**src/rtl/clt_pkg.sv**
```systemverilog
// Shared types, codes and sizes for the connection liveness tracker.
// No dependencies; every other file imports this package.
`default_nettype none

package clt_pkg;

  // Ping stamp store
  localparam int unsigned PING_SLOTS = 8;
  localparam int unsigned CNT_W      = $clog2(PING_SLOTS + 1);
  localparam int unsigned IDX_W      = (PING_SLOTS > 1) ? $clog2(PING_SLOTS) : 1;

  // Configuration port
  localparam int unsigned CFG_IDX_W  = 3;
  localparam int unsigned CFG_DATA_W = 20;

  localparam logic [CFG_IDX_W-1:0] CFG_READ_TIMEOUT     = 3'd0;
  localparam logic [CFG_IDX_W-1:0] CFG_UNWRITABLE_DELAY = 3'd1;
  localparam logic [CFG_IDX_W-1:0] CFG_WRITE_TIMEOUT    = 3'd2;
  localparam logic [CFG_IDX_W-1:0] CFG_FAILURE_LIMIT    = 3'd3;
  localparam logic [CFG_IDX_W-1:0] CFG_MIN_RTT          = 3'd4;
  localparam logic [CFG_IDX_W-1:0] CFG_MAX_RTT          = 3'd5;

  localparam logic [19:0] RST_READ_TIMEOUT     = 20'(30 * 1000);
  localparam logic [19:0] RST_UNWRITABLE_DELAY = 20'(5 * 1000);
  localparam logic [19:0] RST_WRITE_TIMEOUT    = 20'(15 * 1000);
  localparam logic [3:0]  RST_FAILURE_LIMIT    = 4'd5;
  localparam logic [15:0] RST_MIN_RTT          = 16'd100;
  localparam logic [15:0] RST_MAX_RTT          = 16'd3000;
  localparam logic [15:0] RST_RTT_ESTIMATE     = 16'd3000;

  // Event opcodes
  localparam logic [2:0] OP_TICK     = 3'd0;
  localparam logic [2:0] OP_PING     = 3'd1;
  localparam logic [2:0] OP_REQUEST  = 3'd2;
  localparam logic [2:0] OP_RESPONSE = 3'd3;
  localparam logic [2:0] OP_ERROR    = 3'd4;
  localparam logic [2:0] OP_DATA     = 3'd5;
  localparam logic [2:0] OP_PRUNE    = 3'd6;
  localparam logic [2:0] OP_DESTROY  = 3'd7;

  // Read and write states
  localparam logic       RD_READABLE = 1'b0;
  localparam logic       RD_TIMEOUT  = 1'b1;
  localparam logic [1:0] WR_WRITABLE = 2'd0;
  localparam logic [1:0] WR_CONNECT  = 2'd1;
  localparam logic [1:0] WR_TIMEOUT  = 2'd2;

  // Error codes that are retried rather than failing the connection
  localparam logic [9:0] ERR_UNAUTHORISED = 10'd401;
  localparam logic [9:0] ERR_STALE        = 10'd420;
  localparam logic [9:0] ERR_STALE_CRED   = 10'd430;
  localparam logic [9:0] ERR_SERVER       = 10'd500;

  typedef struct packed {
    logic [19:0] read_timeout;
    logic [19:0] unwritable_delay;
    logic [19:0] write_timeout;
    logic [3:0]  failure_limit;
    logic [15:0] min_rtt;
    logic [15:0] max_rtt;
  } cfg_t;

endpackage

`default_nettype wire

```
**src/rtl/clt_cfg.sv**
```systemverilog
// Configuration register bank: timeouts, failure limit and RTT clamps.
// Depends on clt_pkg.
`default_nettype none

module clt_cfg import clt_pkg::*; (
  input  wire logic                  clk_i,
  input  wire logic                  rst_ni,
  input  wire logic                  we_i,
  input  wire logic [CFG_IDX_W-1:0]  idx_i,
  input  wire logic [CFG_DATA_W-1:0] wdata_i,
  output cfg_t                       cfg_o
);

  cfg_t cfg_q, cfg_d;

  always_comb begin
    cfg_d = cfg_q;
    if (we_i) begin
      case (idx_i)
        CFG_READ_TIMEOUT:     cfg_d.read_timeout     = wdata_i[19:0];
        CFG_UNWRITABLE_DELAY: cfg_d.unwritable_delay = wdata_i[19:0];
        CFG_WRITE_TIMEOUT:    cfg_d.write_timeout    = wdata_i[19:0];
        CFG_FAILURE_LIMIT:    cfg_d.failure_limit    = wdata_i[3:0];
        CFG_MIN_RTT:          cfg_d.min_rtt          = wdata_i[15:0];
        CFG_MAX_RTT:          cfg_d.max_rtt          = wdata_i[15:0];
        default:              cfg_d = cfg_q;
      endcase
    end
  end

  always_ff @(posedge clk_i or negedge rst_ni) begin
    if (!rst_ni) begin
      cfg_q.read_timeout     <= RST_READ_TIMEOUT;
      cfg_q.unwritable_delay <= RST_UNWRITABLE_DELAY;
      cfg_q.write_timeout    <= RST_WRITE_TIMEOUT;
      cfg_q.failure_limit    <= RST_FAILURE_LIMIT;
      cfg_q.min_rtt          <= RST_MIN_RTT;
      cfg_q.max_rtt          <= RST_MAX_RTT;
    end else begin
      cfg_q <= cfg_d;
    end
  end

  assign cfg_o = cfg_q;

endmodule

`default_nettype wire

```
**config.mk**
```make
export PLATFORM = sky130hd
export DESIGN_NAME = clt_cfg
export DESIGN_NICKNAME = d
export VERILOG_FILES = /design/src/rtl/clt_pkg.sv /design/src/rtl/clt_cfg.sv
export SDC_FILE = /design/constraint.sdc
export NUM_CORES = 1
export LEC_CHECK = 0
export ABC_AREA = 1
export BUFFER_PORTS_ARGS = -buffer_cell sky130_fd_sc_hd__buf_2
export CORE_MARGIN = 1
export CORE_UTILIZATION = 49
export DETAILED_ROUTE_END_ITERATION = 7
export GPL_ROUTABILITY_DRIVEN = 1
export GPL_TIMING_DRIVEN = 0
export PLACE_DENSITY = 0.73
export SYNTH_ARGS = -nofsm -noshare
export SYNTH_HDL_FRONTEND = slang
export SYNTH_SLANG_ARGS = --single-unit
```
**constraint.sdc**
```tcl
create_clock -name clk_i -period 1.55 [get_ports clk_i]
set_clock_uncertainty 0.2 [all_clocks]
set_input_delay 0.155 -clock clk_i [delete_from_list [all_inputs] [get_ports clk_i]]
set_output_delay 0.155 -clock clk_i [all_outputs]
set_load 0.005 [all_outputs]
```
==> After elaboration in Yosys (flattened, before gate mapping) <==
Cells that the tools add are included.
{ "totals": {"in_bits": 26, "reg_bits": 96, "word_cells": 18} }
{ "op_classes": {"eq_ne": 5, "n_reduce_logical": 7} }
{ "ops": {"columns": ["operator", "n"], "rows": [
  ["AND reduction 2 bit", 6],
  ["== test 3 x 2 -> 1 bit (second input constant)", 2],
  ["== test 3 bit (second input constant)", 2],
  ["== test 3 x 1 -> 1 bit (second input constant)", 1],
  ["zero test 3 bit", 1]
]} }

==> Logic depth before layout (Yosys ltp) <==
Gate-level depths: netlist of the first run.
{ "logic_depth": {"word_depth": 2, "mapped_depth": 6, "ltp_nobuf": 5} }

==> Worst setup path before layout of the first run <==
No wires, ideal clock.
{ "synth_path": {"path_kind": "input -> register", "start": "input we_i", "end": "register cfg_q (netlist bit cfg_o[56])", "cell_stages": 6, "path_slack_ns": 0.461, "arrival_time_ns": 0.823, "n_path_buf": 2, "setup_ns": 0.066, "path_cell_list": "inv_1 -> nor2_2 -> buf_2 -> buf_2 -> nand3_1 -> nand2_1"} }
{ "synth_via": {"elab_chain_len": 1} }
{ "synth_rtl": {"columns": ["element", "line_no", "source"], "rows": [
  ["start, declared", "clt_cfg.sv:8", "input wire logic we_i,"],
  ["AND reduction 2 bit (no line)", null, null],
  ["end signal, assigned", "clt_cfg.sv:40", "cfg_q <= cfg_d;"],
  ["end, declared", "clt_cfg.sv:14", "cfg_t cfg_q, cfg_d;"]
]} }
Every way passes these cells.
A chain may end at the register's enable or synchronous reset.

==> impl_metrics.py, run 1 <==
metrics = {
    "outcome": {
        "status": "finished clean",
    },
    "finish": {
        "finalInstanceArea_sq_mm": 0.00503,
        "layout-drive-gt1-share_pct": 32.6,
        "syn2layout_area_growth_pct": 31.7,
        "fillers": 630,
        "largest_reg_flops": 96,
        "final_cell_mix": "nand2_1 (217), buf_2 (138), nand3_1 (80), dfrtp_1 (65), dfstp_2 (31)",
        "final_common_cell": "nand2_1",
        "nets": 610,
        "antenna_cells": 0,
    },
    "hold_path": {
        "min_from": "idx_i[1]",
        "hp-class": "input port to flip-flop",
    },
    "critical_path": {
        "crit_fanout": 6,
        "r2r_start": "cfg_o[39]$_DFFE_PN1P_",
        "start_kind": "input port",
        "critPathLaunch": "wdata_i[3]",
        "critPathKind": "input port to flip-flop",
        "arrival_ps": 1590,
        "cp-end-kind": "flip-flop",
        "cp_data_required_time_ps": 1650,
    },
    "route": {
        "routed_wl_mm": 10.3,
        "route.detailed.drc": 0,
        "routedWlPerCell_microns": 15.0,
        "first_pass_iters": 4,
        "first_iter_violations": 157,
        "ant_nets": 0,
        "via_per_inst": 5.02,
        "vias": 3454,
    },
    "floorplanning": {
        "io_pins": 122,
        "num_rows": 31,
        "die_area_sq_mm": 0.00815,
        "core_sq_mm": 0.00741,
        "initial_core_util_pct": 51.5,
        "die_h_microns": 90.3,
        "fp.dieW_microns": 90.3,
    },
    "clock_network": {
        "post_cts_buffers": 0,
        "cts_tree": "built",
        "cts_buffers": 9,
        "clock_path_buffers": 2,
        "cts.sinks": 96,
        "htreeDepth": 3,
        "ctsHoldBuffers": 23,
        "clock-root-buffer": "clkbuf_8",
        "postCtsResizedCells": 0,
        "insertion_delay_ps": 350,
        "clkSlewWorstSetupHoldPaths_ps": 90,
    },
    "global_route": {
        "grt.busiest_layer": "met2",
        "grt_overflow": 0,
        "use_met2_pct": 44.8,
        "grt_use_met3_pct": 5.39,
        "grtUsageTotal_pct": 26.9,
        "grt_util_met1_pct": 36.6,
        "first_global_vias": 3336,
        "grt_pass1_wl_mm": 17.1,
        "grt_max_degree": 67,
        "antenna_found_initial": 0,
    },
    "run": {
        "maxCapViolations": 0,
    },
    "timing": {
        "fmaxAchievable_mhz": 672,
        "hold_viol": 0,
        "fin_crit_sh_pct": 96.1,
        "setup_viol": 0,
        "maxSlewHeadroom_pct": 65.3,
        "rsz0062_at_grt": "no",
        "worst_pin_slew_ps": 520,
        "drv_slew": 0,
        "min_period_ps": 1490,
    },
    "yosys": {
        "seq_area_frac_synth_pct": 63.9,
        "synth_cell_types": 11,
        "synth.avg_cell_area_sq_um": 8.92,
        "syn-num-nets": 454,
        "yosys_warnings": 0,
        "ys_seq_elements": 96,
        "synthesis.area_sq_mm": 0.00382,
        "synth_cells": 428,
    },
    "placed_design": {
        "portBuffers": 121,
        "place.gp.congestion": 0.801,
        "placed_cell_area_sq_mm": 0.00458,
        "hpwl_mm": 7.19,
    },
    "power_and_ir_drop": {
        "power_mw": 6.39,
        "peakVddDrop_v": 0.000685,
        "power.density_mw_per_mm2": 1270,
        "p_leak_nw": 2.82,
    },
}
## layout make-up
| class | instances | area (sq um) | area share [%] |
|---|---|---|---|
| well taps | 99 | 124 | 2.46 |
| flip-flops and latches | 96 | 2440 | 48.5 |
| plain buffers | 25 | 116 | 2.31 |
| clock inverters | 5 | 80.1 | 1.59 |
| repair buffers | 145 | 866 | 17.2 |
| inverters | 5 | 18.8 | 0.373 |
| clock buffers | 11 | 141 | 2.81 |
| multi-input cells | 302 | 1240 | 24.7 |
## per-stage QoR
step,setup TNS (ps),worst slack (ps),util [%],instances,hold WS (ps)
global placement,-56450,-747,61.4,648,216
floorplan,0,461,-,428,-341
detailed placement,0,54.9,61.8,649,-84.5
finish,0,61.1,67.9,688,37.2
CTS,0,87.5,67.9,688,20.1
global route,0,54.5,67.9,688,62.0
## logic make-up (layout without fill, tap and decap cells)
logic type	Yosys count	in the layout	share of synthesized area [%]
buffers and inverters	30	191	3.54
flip-flops	96	96	63.9
AND/OR/NAND/NOR	302	302	32.5
## Yosys cell counts (all sizes together)
master | number | area, sq um
buf | 20 | 97.6
clkbuf | 5 | 18.8
dfrtp | 65 | 1630
dfstp | 31 | 815
inv | 5 | 18.8
nand2 | 217 | 815
nand3 | 80 | 400
nor2 | 5 | 26.3
## power breakdown
part / switching, mW / internal (mW) / total, mW
logic: 0.689 / 0.582 / 1.27
clock network: 0.836 / 0.951 / 1.79
registers: 0.254 / 3.08 / 3.33
total: 1.78 / 4.61 / 6.39
## worst max-delay path, stage by stage
cell and delay [ps]:
dlygate4sd3_1 530, buf_2 200, nand2_1 70, dlygate4sd3_1 570
nand2_1 60
## path summary, 6_finish.rpt
path                                    endpoint  slack (ps)  cells past startpoint
min in group asynchronous  cfg_o[10]$_DFFE_PN0P_          80                      2
setup reg to reg           cfg_o[39]$_DFFE_PN1P_         610                      2
hold reg to reg            cfg_o[59]$_DFFE_PN1P_         270                      2
max in group asynchronous  cfg_o[89]$_DFFE_PN1P_         360                      3
hold / removal             cfg_o[32]$_DFFE_PN1P_          40                      5
setup / recovery            cfg_o[3]$_DFFE_PN1P_          60                      5
## metal layers
layer	wire (microns)	share of wire, %
met5	0	0
met4	78	0.75
met3	614	5.9
met2	5070	49
met1	4580	44
(Power assumes the default switching activity.)
==> inputs of run 2 (changes only) <==
--- a/config.mk
+++ b/config.mk
@@ -5,14 +5,13 @@
 export SDC_FILE = /design/constraint.sdc
 export NUM_CORES = 1
 export LEC_CHECK = 0
-export ABC_AREA = 1
 export BUFFER_PORTS_ARGS = -buffer_cell sky130_fd_sc_hd__buf_2
 export CORE_MARGIN = 1
 export CORE_UTILIZATION = 49
 export DETAILED_ROUTE_END_ITERATION = 7
 export GPL_ROUTABILITY_DRIVEN = 1
 export GPL_TIMING_DRIVEN = 0
-export PLACE_DENSITY = 0.73
+export PLACE_DENSITY = 0.74
 export SYNTH_ARGS = -nofsm -noshare
 export SYNTH_HDL_FRONTEND = slang
 export SYNTH_SLANG_ARGS = --single-unit
==> run 2 against run 1 <==
  * Via count shrank 35%
  * Synthesized area shrank 4.6%
  * Sequential share of layout area grew 2.0 points
  * First-iteration DRC count shrank 75%
  * Cell count shrank 32%
==> impl_metrics.py, run 2 <==
metrics = {
    "power_and_ir_drop": {
        "power_mw": 6.49,
        "peakVddDrop_v": 0.000616,
        "power.density_mw_per_mm2": 1340,
        "p_leak_nw": 2.26,
    },
    "yosys": {
        "synth_top_cell_area_share_pct": 44.7,
        "ys_seq_elements": 96,
        "yosys_warnings": 0,
        "synthAdderAreaFrac_pct": 0,
        "synth_mux_area_share_pct": 29.7,
        "synth_top_family_by_area": "multiplexers",
        "syn-num-nets": 233,
        "synth_cells": 207,
        "yosysMostFrequentCell": "mux2_2",
        "synth-compound-area-share_pct": 0,
        "yosys.area.top_type": "dfrtp_1",
        "seq_area_frac_synth_pct": 67.0,
        "synth_edf_count": 0,
        "synth_cell_types": 11,
        "synth.avg_cell_area_sq_um": 17.6,
        "synthTopCellsByArea": "dfrtp_1 (45%), mux2_2 (26%), dfstp_2 (22%)",
        "synthesis.area_sq_mm": 0.00364,
        "synthFlopType": "dfrtp_1",
        "synth_common_cells": "mux2_2 (85), dfrtp_1 (65), dfstp_2 (31)",
        "yosys.area_share.simple_pct": 1.86,
        "synthXorXnorAreaFrac_pct": 0,
        "synthArstFlopShare_pct": 100,
    },
    "floorplanning": {
        "die_area_sq_mm": 0.00778,
        "io_pins": 122,
        "core_sq_mm": 0.00721,
        "die_h_microns": 88.2,
        "fp.dieW_microns": 88.2,
        "num_rows": 31,
        "initial_core_util_pct": 50.5,
    },
    "critical_path": {
        "path_common_cell": "buf_2",
        "crit_chain": "buf_2 -> nor4bb_1 -> buf_2 -> buf_6 -> mux2_1",
        "slowest_delay_ps": 340,
        "cpMaxStageDelayCell": "mux2_1",
        "cp-end-kind": "flip-flop",
        "cp_data_required_time_ps": 1580,
        "critPathKind": "input port to flip-flop",
        "start_kind": "input port",
        "arrival_ps": 1380,
        "crit_fanout": 10,
        "path_buf_inv": 3,
        "crit_family": "buffers and inverters",
    },
    "route": {
        "dr_wl_met3_microns": 296,
        "first_iter_violations": 39,
        "ant_nets": 0,
        "top_layer": "met4",
        "route.detailed.drc": 0,
        "first_pass_iters": 6,
        "routedWlPerCell_microns": 15.8,
        "wl_met2_mm": 3.69,
        "vias": 2258,
        "routed_wl_mm": 7.32,
        "wl_met1_mm": 3.24,
        "via_per_inst": 4.86,
    },
    "timing": {
        "drv_slew": 0,
        "maxSlewHeadroom_pct": 75.4,
        "min_period_ps": 1360,
        "setup_viol": 0,
        "hold_viol": 0,
        "worst_pin_slew_ps": 369,
        "rsz0062_at_grt": "no",
        "fmaxAchievable_mhz": 736,
        "fin_crit_sh_pct": 87.6,
    },
    "finish": {
        "fillers": 588,
        "finalInstanceArea_sq_mm": 0.00483,
        "antenna_cells": 0,
        "nets": 387,
        "largest_reg_flops": 96,
        "layout-drive-gt1-share_pct": 72.7,
        "final_common_cell": "buf_2",
        "final_cell_mix": "buf_2 (128), mux2_2 (85), dfrtp_1 (65), dfstp_2 (31), dlygate4sd3_1 (21)",
        "syn2layout_area_growth_pct": 32.5,
    },
    "global_route": {
        "grtUsageTotal_pct": 19.5,
        "grt_max_degree": 70,
        "antenna_found_initial": 0,
        "grt_pass1_wl_mm": 11.2,
        "first_global_vias": 2211,
        "grt_overflow": 0,
    },
    "placed_design": {
        "placed_cell_area_sq_mm": 0.00440,
        "portBuffers": 121,
        "place.gp.congestion": 0.700,
        "hpwl_mm": 5.06,
    },
    "clock_network": {
        "post_cts_buffers": 0,
        "cts.sinks": 96,
        "htreeDepth": 3,
        "clock-root-buffer": "clkbuf_8",
        "cts_buffers": 9,
        "clkSlewWorstSetupHoldPaths_ps": 90,
        "clock_path_buffers": 2,
        "insertion_delay_ps": 340,
        "cts_tree": "built",
    },
    "outcome": {
        "status": "finished clean",
    },
    "run": {
        "maxCapViolations": 0,
    },
    "hold_path": {
        "hp-class": "input port to asynchronous set/reset pin",
    },
}
==> run 2: logic make-up (layout without fill, tap and decap cells) <==
family	Yosys count	count (layout)
buf+inv	9	168
mux	96	96
flops	96	96
simple gates	6	6
==> run 2: layout make-up <==
cell class,count,area [sq um],share of cell area (%)
multi-input combinational,102,1150,23.8
buffer,9,51.3,1.06
clock buffer,11,151,3.14
tap,99,124,2.57
sequential,96,2440,50.6
clock inverter,5,63.8,1.32
timing repair buffer,143,846,17.5
==> run 2: repair_timing <==
action,CTS,global route
hold endpoints to repair,175,0
gates resized for setup,0,0
setup endpoints to repair,0,0
hold buffers,21,0
==> run 2: worst paths after layout <==
kind                                        from  depth (start not counted)  slack (ps)                     to
max                                         we_i                          5         190  cfg_o[25]$_DFFE_PN0P_
min                                       rst_ni                          2          60  cfg_o[75]$_DFFE_PN0P_
max reg2reg                cfg_o[25]$_DFFE_PN0P_                          1         570  cfg_o[25]$_DFFE_PN0P_
min reg2reg                cfg_o[23]$_DFFE_PN0P_                          1         290  cfg_o[23]$_DFFE_PN0P_
max in group asynchronous                 rst_ni                          3         400  cfg_o[90]$_DFFE_PN1P_
min in group clk_i                      idx_i[0]                          3         170   cfg_o[2]$_DFFE_PN0P_
==> run 2: stage by stage <==
| stage | hold WS (ps) | utilization (%) | instances | worst slack [ps] | setup TNS [ps] |
|---|---|---|---|---|---|
| 2_1_floorplan | -341 | - | 207 | 164 | 0 |
| 3_3_place_gp | 214 | 60.6 | 427 | -760 | -61580 |
| 3_5_place_dp | -105 | 61.0 | 428 | -156 | -4260 |
| 4_1_cts | 57.4 | 66.9 | 465 | 186 | 0 |
| 5_1_grt | 93.7 | 66.9 | 465 | 139 | 0 |
| 6_report | 58.2 | 66.9 | 465 | 192 | 0 |
==> run 2: routing by layer <==
metal | vias to the layer above | GRT usage [%]
met4 | 0 | 7.77
met3 | 8 | 3.96
met5 | - | 0
li1 | 1054 | -
met2 | 59 | 31.7
met1 | 1137 | 25.7
==> run 2: report_power, final <==
group / switching [mW] / leakage (nW) / internal [mW]
clock network: 0.836 / 0.106 / 0.846
registers: 0.248 / 1.11 / 3.18
logic: 0.547 / 1.05 / 0.830
total: 1.63 / 2.26 / 4.86
